$ cat src/rtl/core/window_median_filter_unit_macros.svh
// ---------------------------------------------------------------------------
// Window median filter assertion macros
// Shared concurrent assertion forms, clocked on clk and disabled in reset.
// ---------------------------------------------------------------------------
`ifndef WINDOW_MEDIAN_FILTER_UNIT_MACROS_SVH
`define WINDOW_MEDIAN_FILTER_UNIT_MACROS_SVH

// Same-cycle implication.
`define WMF_ASSERT_IMP(name, ante, cons) \
    name: assert property (@(posedge clk) disable iff (!rst_n) (ante) |-> (cons)) \
        else $error("window median filter check failed");

// Next-cycle implication.
`define WMF_ASSERT_NEXT(name, ante, cons) \
    name: assert property (@(posedge clk) disable iff (!rst_n) (ante) |=> (cons)) \
        else $error("window median filter check failed");

`endif

$ cat src/rtl/core/wmf_ram.sv
// ---------------------------------------------------------------------------
// Generic simple dual-port RAM
// One write port and one read port with a registered, enabled read.
// ---------------------------------------------------------------------------
module wmf_ram #(
    parameter int WIDTH = 8,
    parameter int DEPTH = 16
) (
    input  logic                     clk,
    input  logic                     we,
    input  logic [$clog2(DEPTH)-1:0] waddr,
    input  logic [WIDTH-1:0]         wdata,
    input  logic                     re,
    input  logic [$clog2(DEPTH)-1:0] raddr,
    output logic [WIDTH-1:0]         rdata
);

    logic [WIDTH-1:0] mem [DEPTH];

    always_ff @(posedge clk)
    begin
        if (we)
        begin
            mem[waddr] <= wdata;
        end
        if (re)
        begin
            rdata <= mem[raddr];
        end
    end

endmodule

$ cat config.mk
export PLATFORM = sky130hd
export DESIGN_NAME = wmf_ram
export DESIGN_NICKNAME = d
export VERILOG_FILES = /design/src/rtl/core/window_median_filter_unit_macros.svh /design/src/rtl/core/wmf_ram.sv
export SDC_FILE = /design/constraint.sdc
export NUM_CORES = 1
export LEC_CHECK = 0
export ABC_AREA = 1
export BUFFER_PORTS_ARGS = -buffer_cell sky130_fd_sc_hd__buf_2
export CAP_MARGIN = 20
export CORE_MARGIN = 8
export CORE_UTILIZATION = 63
export CTS_BUF_LIST = sky130_fd_sc_hd__clkbuf_4
export DETAILED_ROUTE_END_ITERATION = 10
export GPL_TIMING_DRIVEN = 0
export HOLD_SLACK_MARGIN = 0.1
export PLACE_DENSITY = 0.81
export SLEW_MARGIN = 20
export SYNTH_ARGS = -nofsm -noshare
export SYNTH_HDL_FRONTEND = slang
export SYNTH_SLANG_ARGS = --single-unit
$ cat constraint.sdc
create_clock -name clk -period 1.25 [get_ports clk]
set_input_delay 0.0625 -clock clk [delete_from_list [all_inputs] [get_ports clk]]
set_output_delay 0.0625 -clock clk [all_outputs]
set_load 0.1 [all_outputs]
==> summary.md <==
| Metric | Value |
|---|---|
| Outcome | completed |
| Placed cells | 685 |
| DR vias/cell | between 5 and 6 |
| Design area | 6630 um^2 |
| Synth Instances | ~550 |
| Sequential fraction of the synthesis area | a little over two thirds |
| ANT nets after route | 0 |
| Max incr delay on CP | 0.41 ns |
| Worst Clk Skew | 0.0181 ns |
| Crit Path Class | reg -> out |
| Aggregate global routing overflow | 0 |
| Clock Tree Buf Depth | 2 |
| Multi-input combinational cell area | 1210 um^2 |
| Number of port buffers | 23 |
| Yosys Warn Count | 0 |
| Initial DRC count | 437 |
| Top-area cell type share of the netlist area | 69.8% |
| Leakage | 2.87 nW |
| Power density cells | 1460 nW/um^2 |
| Root Driver | clkbuf_4 |
| Die W | 112 um |
| Syn-to-layout area delta | 13.4% |
| Share of layout cells above drive strength 1 | 13.0% |
| Tmin final | 1.20 ns |
| CP bufs+invs | 1 |
| Die area | 12600 um^2 |
| Core area | 9110 um^2 |
| Largest cells by area after synthesis | edfxtp_1, nand2_1, nand3_1 |
| Diodes inserted | 0 |
| Crit path required time | between 1 and 1.5 ns |
| Total CTS buffers | 17 |
| CP Max Fanout | 1 |
| Clock Sinks | 136 |
| Top Family by Delay on Critical Path | flip-flops |
| Most common cell after layout, fill and taps aside | nand2_1 |
| Vias in the first global route | 3841 |
| Clock-pin slew on the worst setup and hold paths | 0.13 ns |
| Die Ht | about 110 um |
| Post-layout util | 72.8% |
| Worst Max-Slew Pin Slew | 0.956 ns |
| Max_cap viols | 0 |
| Final Non-Filler Cells | 726 |
| Clock Latency Late Sink | around 0.53 ns |
| Synthesized area per cell | 10.6 um^2 |
| VDD IR max | 1180 uV |
| Placer Congestion | 0.899 |
| Rows | 35 |
| Cell taking the most area after synthesis | edfxtp_1 |
| Fillers | 623 |
| Final Hold Vio Count | 0 |
| Crit end category | output pin |
| Synth unique cells | 11 |
| Final WL | 13.7 mm |
| Worst hold path type | in -> reg |
| Num ports | 27 |
| CTS tree | built |
| Post-Syn Area | 5850 um^2 |
| Final HPWL DP | 9.18 mm |
| H-Tree Depth | 4 |
| Syn_nets | 570 |
| Pin count of the biggest net entering global routing | 17 |
| Total power | 0.00968 W |
| TritonRoute pass-1 iters | 6 |
| Reg area | 4080 um^2 |
| Antenna violations before repair | 0 |
| Cell Chain, Critical Path | buf_6 |
| Critical Path Source Type | flip-flop |
| Max-slew violations | 0 |
| Slowest cell on crit path | edfxtp_1 |
| DRC viols | 0 |
| Final setup fails | 0 |
| Register bit total from synthesis | 136 |
| Hold WS | 0.142 ns |
| Gr usage total | 22.5% |
| WL/cell | 18.8 um |
| RSZ-0062 raised after global routing | true |
| Placed instance area | approximately 6100 um^2 |
| Post-layout nets | 622 |
| Via count | 4045 |
| R2R Setup Slk | 0.08 ns |
| Starting density of the core | 64.2% |
| First-pass GRT wire length | 21.1 mm |
| Most frequent cells in the layout | nand2_1, edfxtp_1, inv_1 |
| Tcrit/Tclk final | 95.8% |
| Relative slew slack | 36.0% |
| Critical path arrival | 1.14 ns |
| Max Clk Rate | 835 MHz |
[layer usage]
layer	GRT usage [%]	share of wire, %	routed length (um)	vias to the layer above
li1	-	-	-	1891
met1	30.0	41	5670	1900
met2	34.8	47	6430	233
met3	6.44	10	1380	21
met4	7.10	1.3	181	0
met5	0	0	0	-
[worst paths after layout]
kind                                     startpoint              endpoint  depth (start not counted)
worst max register to register  mem[7][3]$_DFFE_PP_    rdata[3]$_DFFE_PP_                          6
worst min register to register  mem[9][2]$_DFFE_PP_    rdata[2]$_DFFE_PP_                          6
worst min-delay path                       waddr[1]  mem[15][6]$_DFFE_PP_                          3
worst max-delay path             rdata[7]$_DFFE_PP_              rdata[7]                          1
[report_power, final]
group / switching (W) / total (W) / internal (W)
Sequential: 0.0000287 / 0.00516 / 0.00513
Clock: 0.00165 / 0.00366 / 0.00201
Combinational: 0.000620 / 0.000859 / 0.000239
Total: 0.00230 / 0.00968 / 0.00738
[repair_timing]
action	CTS	global route
setup endpoints to repair	8	15
gates resized for setup	8	8
endpoints found under the hold margin	143	0
pin swaps	0	0
hold buffers	11	0
buffers inserted	0	0
[flip-flops by register name, indices dropped and copies added (netlist names)]
name	flops
mem	128
rdata	8
[cell families after synthesis]
group,count (synthesis),share of synthesized area [%]
AND/OR/NAND/NOR,289,20.8
buffers and inverters,126,9.39
flip-flops,136,69.8
[per-stage QoR]
stage          setup TNS [ns]  worst slack [ns]
2_1_floorplan               0             0.237
3_3_place_gp           -16.51            -0.235
3_5_place_dp           -21.03            -0.268
4_1_cts                     0          0.000133
5_1_grt               -0.0119          -0.00747
6_report                    0            0.0520
[layout make-up]
class                           count  share of cell area, %
Sequential cell                   136                   61.6
Multi-Input combinational cell    289                   18.3
Inverter                          102                   5.83
Timing Repair Buffer               34                   4.10
Clock inverter                     14                   3.70
Buffer                             23                   2.45
Tap cell                          111                   2.09
Clock buffer                       17                   1.92
[Yosys cell counts]
cell,n
nand2_1,173
edfxtp_1,136
inv_1,100
nand3_1,97
nor2_1,17
buf_2,13
buf_6,6
buf_4,4
inv_2,2
nand3b_1,2
buf_1,1
Note: power is estimated with default switching activity, not from simulation.
