## src/rtl/core/window_median_filter_unit_macros.svh

```systemverilog
// ---------------------------------------------------------------------------
// Window median filter assertion macros
// Shared concurrent assertion forms, clocked on clk and disabled in reset.
// ---------------------------------------------------------------------------
`ifndef WINDOW_MEDIAN_FILTER_UNIT_MACROS_SVH
`define WINDOW_MEDIAN_FILTER_UNIT_MACROS_SVH

// Same-cycle implication.
`define WMF_ASSERT_IMP(name, ante, cons) \
    name: assert property (@(posedge clk) disable iff (!rst_n) (ante) |-> (cons)) \
        else $error("window median filter check failed");

// Next-cycle implication.
`define WMF_ASSERT_NEXT(name, ante, cons) \
    name: assert property (@(posedge clk) disable iff (!rst_n) (ante) |=> (cons)) \
        else $error("window median filter check failed");

`endif

```

## src/rtl/core/wmf_pkg.sv

```systemverilog
// ---------------------------------------------------------------------------
// Window median filter package
// Sizes, payload types and register codes shared by the filter modules.
// ---------------------------------------------------------------------------
package wmf_pkg;

    localparam int MAX_WIDTH  = 1024;
    localparam int MAX_WINDOW = 7;
    localparam int LINES      = MAX_WINDOW - 1;
    localparam int WIN_N      = MAX_WINDOW * MAX_WINDOW;
    localparam int ADDR_W     = $clog2(MAX_WIDTH);
    localparam int RANK_W     = $clog2(WIN_N + 1);

    localparam int PIX_W  = 8;
    localparam int COL_W  = 10;
    localparam int ROW_W  = 12;
    localparam int IW_W   = 11;
    localparam int WIN_W  = 3;
    localparam int CFG_W  = 12;
    localparam int IDX_W  = 3;
    localparam int MAX_HEIGHT = 4095;

    typedef enum logic [IDX_W-1:0] {
        REG_IMAGE_WIDTH  = 3'd0,
        REG_IMAGE_HEIGHT = 3'd1,
        REG_WIN_HEIGHT   = 3'd2,
        REG_WIN_WIDTH    = 3'd3,
        REG_ANCHOR_ROW   = 3'd4,
        REG_ANCHOR_COL   = 3'd5
    } wmf_reg_t;

    typedef struct packed {
        logic [PIX_W-1:0] pixel;
        logic             frame_start;
    } wmf_in_t;

    typedef struct packed {
        logic [COL_W-1:0] out_col;
        logic [ROW_W-1:0] out_row;
        logic [PIX_W-1:0] median;
        logic             frame_last;
    } wmf_out_t;

    // Per-item control carried down the pipeline.
    typedef struct packed {
        logic             emit;
        logic [COL_W-1:0] out_col;
        logic [ROW_W-1:0] out_row;
        logic             frame_last;
    } wmf_meta_t;

    // Which window elements take part and which sorted rank is wanted.
    typedef struct packed {
        logic [WIN_N-1:0]  mask;
        logic [RANK_W-1:0] half;
    } wmf_sel_t;

    typedef logic [MAX_WINDOW-1:0][PIX_W-1:0] wmf_col_t;
    typedef logic [LINES-1:0][PIX_W-1:0]      wmf_line_t;
    typedef logic [WIN_N-1:0][PIX_W-1:0]      wmf_win_t;

endpackage

```

## src/rtl/core/wmf_win_cell.sv

```systemverilog
// ---------------------------------------------------------------------------
// Window column cell
// Holds one window column and loads col_in, its neighbor's column or the new column, on each shift.
// ---------------------------------------------------------------------------
module wmf_win_cell (
    input  logic              clk,
    input  logic              shift,
    input  wmf_pkg::wmf_col_t col_in,
    output wmf_pkg::wmf_col_t col_out
);
    import wmf_pkg::*;

    wmf_col_t col_reg;

    always_ff @(posedge clk)
    begin
        if (shift)
        begin
            col_reg <= col_in;
        end
    end

    assign col_out = col_reg;

endmodule

```

## config.mk

```make
export PLATFORM = sky130hd
export DESIGN_NAME = wmf_win_cell
export DESIGN_NICKNAME = d
export VERILOG_FILES = /design/src/rtl/core/window_median_filter_unit_macros.svh /design/src/rtl/core/wmf_pkg.sv /design/src/rtl/core/wmf_win_cell.sv
export SDC_FILE = /design/constraint.sdc
export NUM_CORES = 1
export LEC_CHECK = 0
export BUFFER_PORTS_ARGS = -buffer_cell sky130_fd_sc_hd__buf_4
export CORE_AREA = 2 2 68 70
export DETAILED_ROUTE_END_ITERATION = 6
export DIE_AREA = 0 0 70 72
export HOLD_SLACK_MARGIN = 0.02
export PLACE_DENSITY = 0.82
export SLEW_MARGIN = 10
export SYNTH_ARGS = -nofsm -noshare
export SYNTH_HDL_FRONTEND = slang
export SYNTH_SLANG_ARGS = --single-unit
export TNS_END_PERCENT = 100
```

## constraint.sdc

```tcl
create_clock -name clk -period 0.8 [get_ports clk]
set_clock_uncertainty 0.05 [all_clocks]
set_input_delay 0.04 -clock clk [delete_from_list [all_inputs] [get_ports clk]]
set_output_delay 0.04 -clock clk [all_outputs]
set_load 0.1 [all_outputs]
```

==> impl_metrics.env <==
export IMPL_status="finished with violations"
export IMPL_violations="negative setup slack"
export IMPL_path_cells="buf_6"
export IMPL_tritoncts="built"
export IMPL_start_util_pct=39.4
export IMPL_final_area_um2=3490
export IMPL_final_common_cell="buf_4"
export IMPL_multi_input_area_um2=0
export IMPL_cp_required_ns=0.71
export IMPL_io_buffers=113
export IMPL_multi_input_gates=0
export IMPL_fmax_mhz=987
export IMPL_muxShareOfSynthArea_pct=0
export IMPL_path_buf_inv=1
export IMPL_synth_area_per_cell_um2=30.0
export IMPL_dieHeight_um=72
export IMPL_yosys_warnings=0
export IMPL_synth_fa_ha_area_share_pct=0
export IMPL_vias=1242
export IMPL_globalRouteOverflowTotal=0
export IMPL_crit_end="col_out[40]"
export IMPL_seq_area_frac_synth_pct=100
export IMPL_fin_ws_ns=-0.213
export IMPL_cpPeakStageDelay_ns=0.41
export IMPL_grtUsageMet1_pct=17.5
export IMPL_grt_pass1_vias=1353
export IMPL_synth_xor_area_share_pct=0
export IMPL_syn_nets=114
export IMPL_synth_compound_area_share_pct=0
export IMPL_dp_slack_ns=0.0794
export IMPL_worstSetupPathDepth=1
export IMPL_placed_cell_area_um2=2640
export IMPL_cp_top_family="flip-flops"
export IMPL_cts_sinks=56
export IMPL_grt_max_degree=31
export IMPL_setup_violations=56
export IMPL_fp_dieW_um=70
export IMPL_syn_cell_area_um2=1680
export IMPL_grt_pass1_wl_mm=6.64
export IMPL_seq_area_um2=1680
export IMPL_fin_crit_ns=1.01
export IMPL_clk_pin_slew_ns=0.10
export IMPL_rsz0062_at_grt="yes"
export IMPL_antenna_found_initial=0
export IMPL_antenna_left=0
export IMPL_slew_violations=0
export IMPL_wl_per_cell_um=15.7
export IMPL_critPathMaxFanout=1
export IMPL_cts_buffer_depth=2
export IMPL_rows=24
export IMPL_ys_seq_elements=56
export IMPL_met2_usage_pct=34.2
export IMPL_drt_vias_per_instance=4.33
export IMPL_first_pass_iters=4
export IMPL_drtIter0Drc=74
export IMPL_final_hold_violation_count=0
export IMPL_grt_usage_pct=18.1
export IMPL_nets=292
export IMPL_layout_common_cells="buf_4 (57), edfxtp_1 (56), dlygate4sd3_1 (56)"
export IMPL_path_class="register to primary output"
export IMPL_fin_crit_sh_pct=127
export IMPL_startpoint="col_out[40]"
export IMPL_hold_class="input pin to register"
export IMPL_numCtsBuffers=5
export IMPL_place_congestion=0.655
export IMPL_slowest_stage="edfxtp_1"
export IMPL_setup_worst_path_start_class="register"
export IMPL_max_slew_margin_rel_pct=86.1
export IMPL_final_util_pct=82.0
export IMPL_cp_data_arrival_time_ns=0.92
export IMPL_io_pins=114
export IMPL_tns_ns=-10.54
export IMPL_largest_reg_flops=56
export IMPL_worst_setup_path_end_kind="primary output"
export IMPL_p_leak_nw=1.46
export IMPL_wl_mm=4.50
export IMPL_yosys_area_share_simple_pct=0
export IMPL_drive_gt1_share_pct=51.5
export IMPL_diodes=0
export IMPL_worst_slew_pin_slew_ns=0.209
export IMPL_area_growth_pct=108
export IMPL_drcViolationCount=0
export IMPL_core_area_um2=4260
export IMPL_top_usage_layer="met2"
export IMPL_netlist_instances=56
export IMPL_synth_cell_types=1
export IMPL_cts_root_buf="clkbuf_8"
export IMPL_h_tree_depth=2
export IMPL_grtUsageMet3_pct=7.08
export IMPL_place_inst=223
export IMPL_p_per_area_nw_per_um2=2220
export IMPL_ir_drop_mv=1.56
export IMPL_nFillCells=228
export IMPL_instances_no_fill=287
export IMPL_drv_cap=0
export IMPL_die_area_um2=5040
## metal layers
layer | vias to the layer above | part of all wire, %
met5 | - | 0
met2 | 69 | 57
met4 | 0 | 2.0
met3 | 8 | 7.6
li1 | 582 | -
met1 | 583 | 34
## kinds of logic after synthesis
kind of cell / count (synthesis)
flops: 56
## final cells by class
type / instances / area share, %
tap: 52 / 1.86
sequential: 56 / 48.1
clock buffer: 7 / 2.18
clock inverter: 1 / 0.251
timing repair buffer: 171 / 47.6
## Yosys cell counts
| master | instances | area (um2) |
|---|---|---|
| edfxtp_1 | 56 | 1680 |
## timing repair
item | CTS | global route
gates resized for setup | 56 | 1
endpoints found under the hold margin | 56 | 0
buffers inserted | 0 | 0
endpoints found under the setup margin | 56 | 56
cloned | 0 | 0
hold buffers | 56 | 0
## per-stage QoR
step | total power (W) | hold slack [ns]
6_report | 0.00776 | 0.137
5_1_grt | 0.00800 | 0.131
4_1_cts | 0.00778 | 0.121
3_5_place_dp | 0.00591 | 0.169
3_3_place_gp | 0.00588 | 0.168
2_1_floorplan | 0.00528 | 0.0889
## worst min-delay path by stage
stage,startpoint,to,slack [ns],cells after the start
global placement,col_in[9],col_out[9],0.17,1
CTS,shift,col_out[6],0.12,2
finish,shift,col_out[27],0.14,2
floorplan,col_in[0],col_out[0],0.09,0
global route,shift,col_out[54],0.13,2
detailed placement,col_in[43],col_out[43],0.17,1
## where the power goes
group	internal, W	switching, W
logic	0.000790	0.00188
registers	0.00349	0.000109
clock network	0.000627	0.000859
Note: power is estimated with default switching activity, not from simulation.
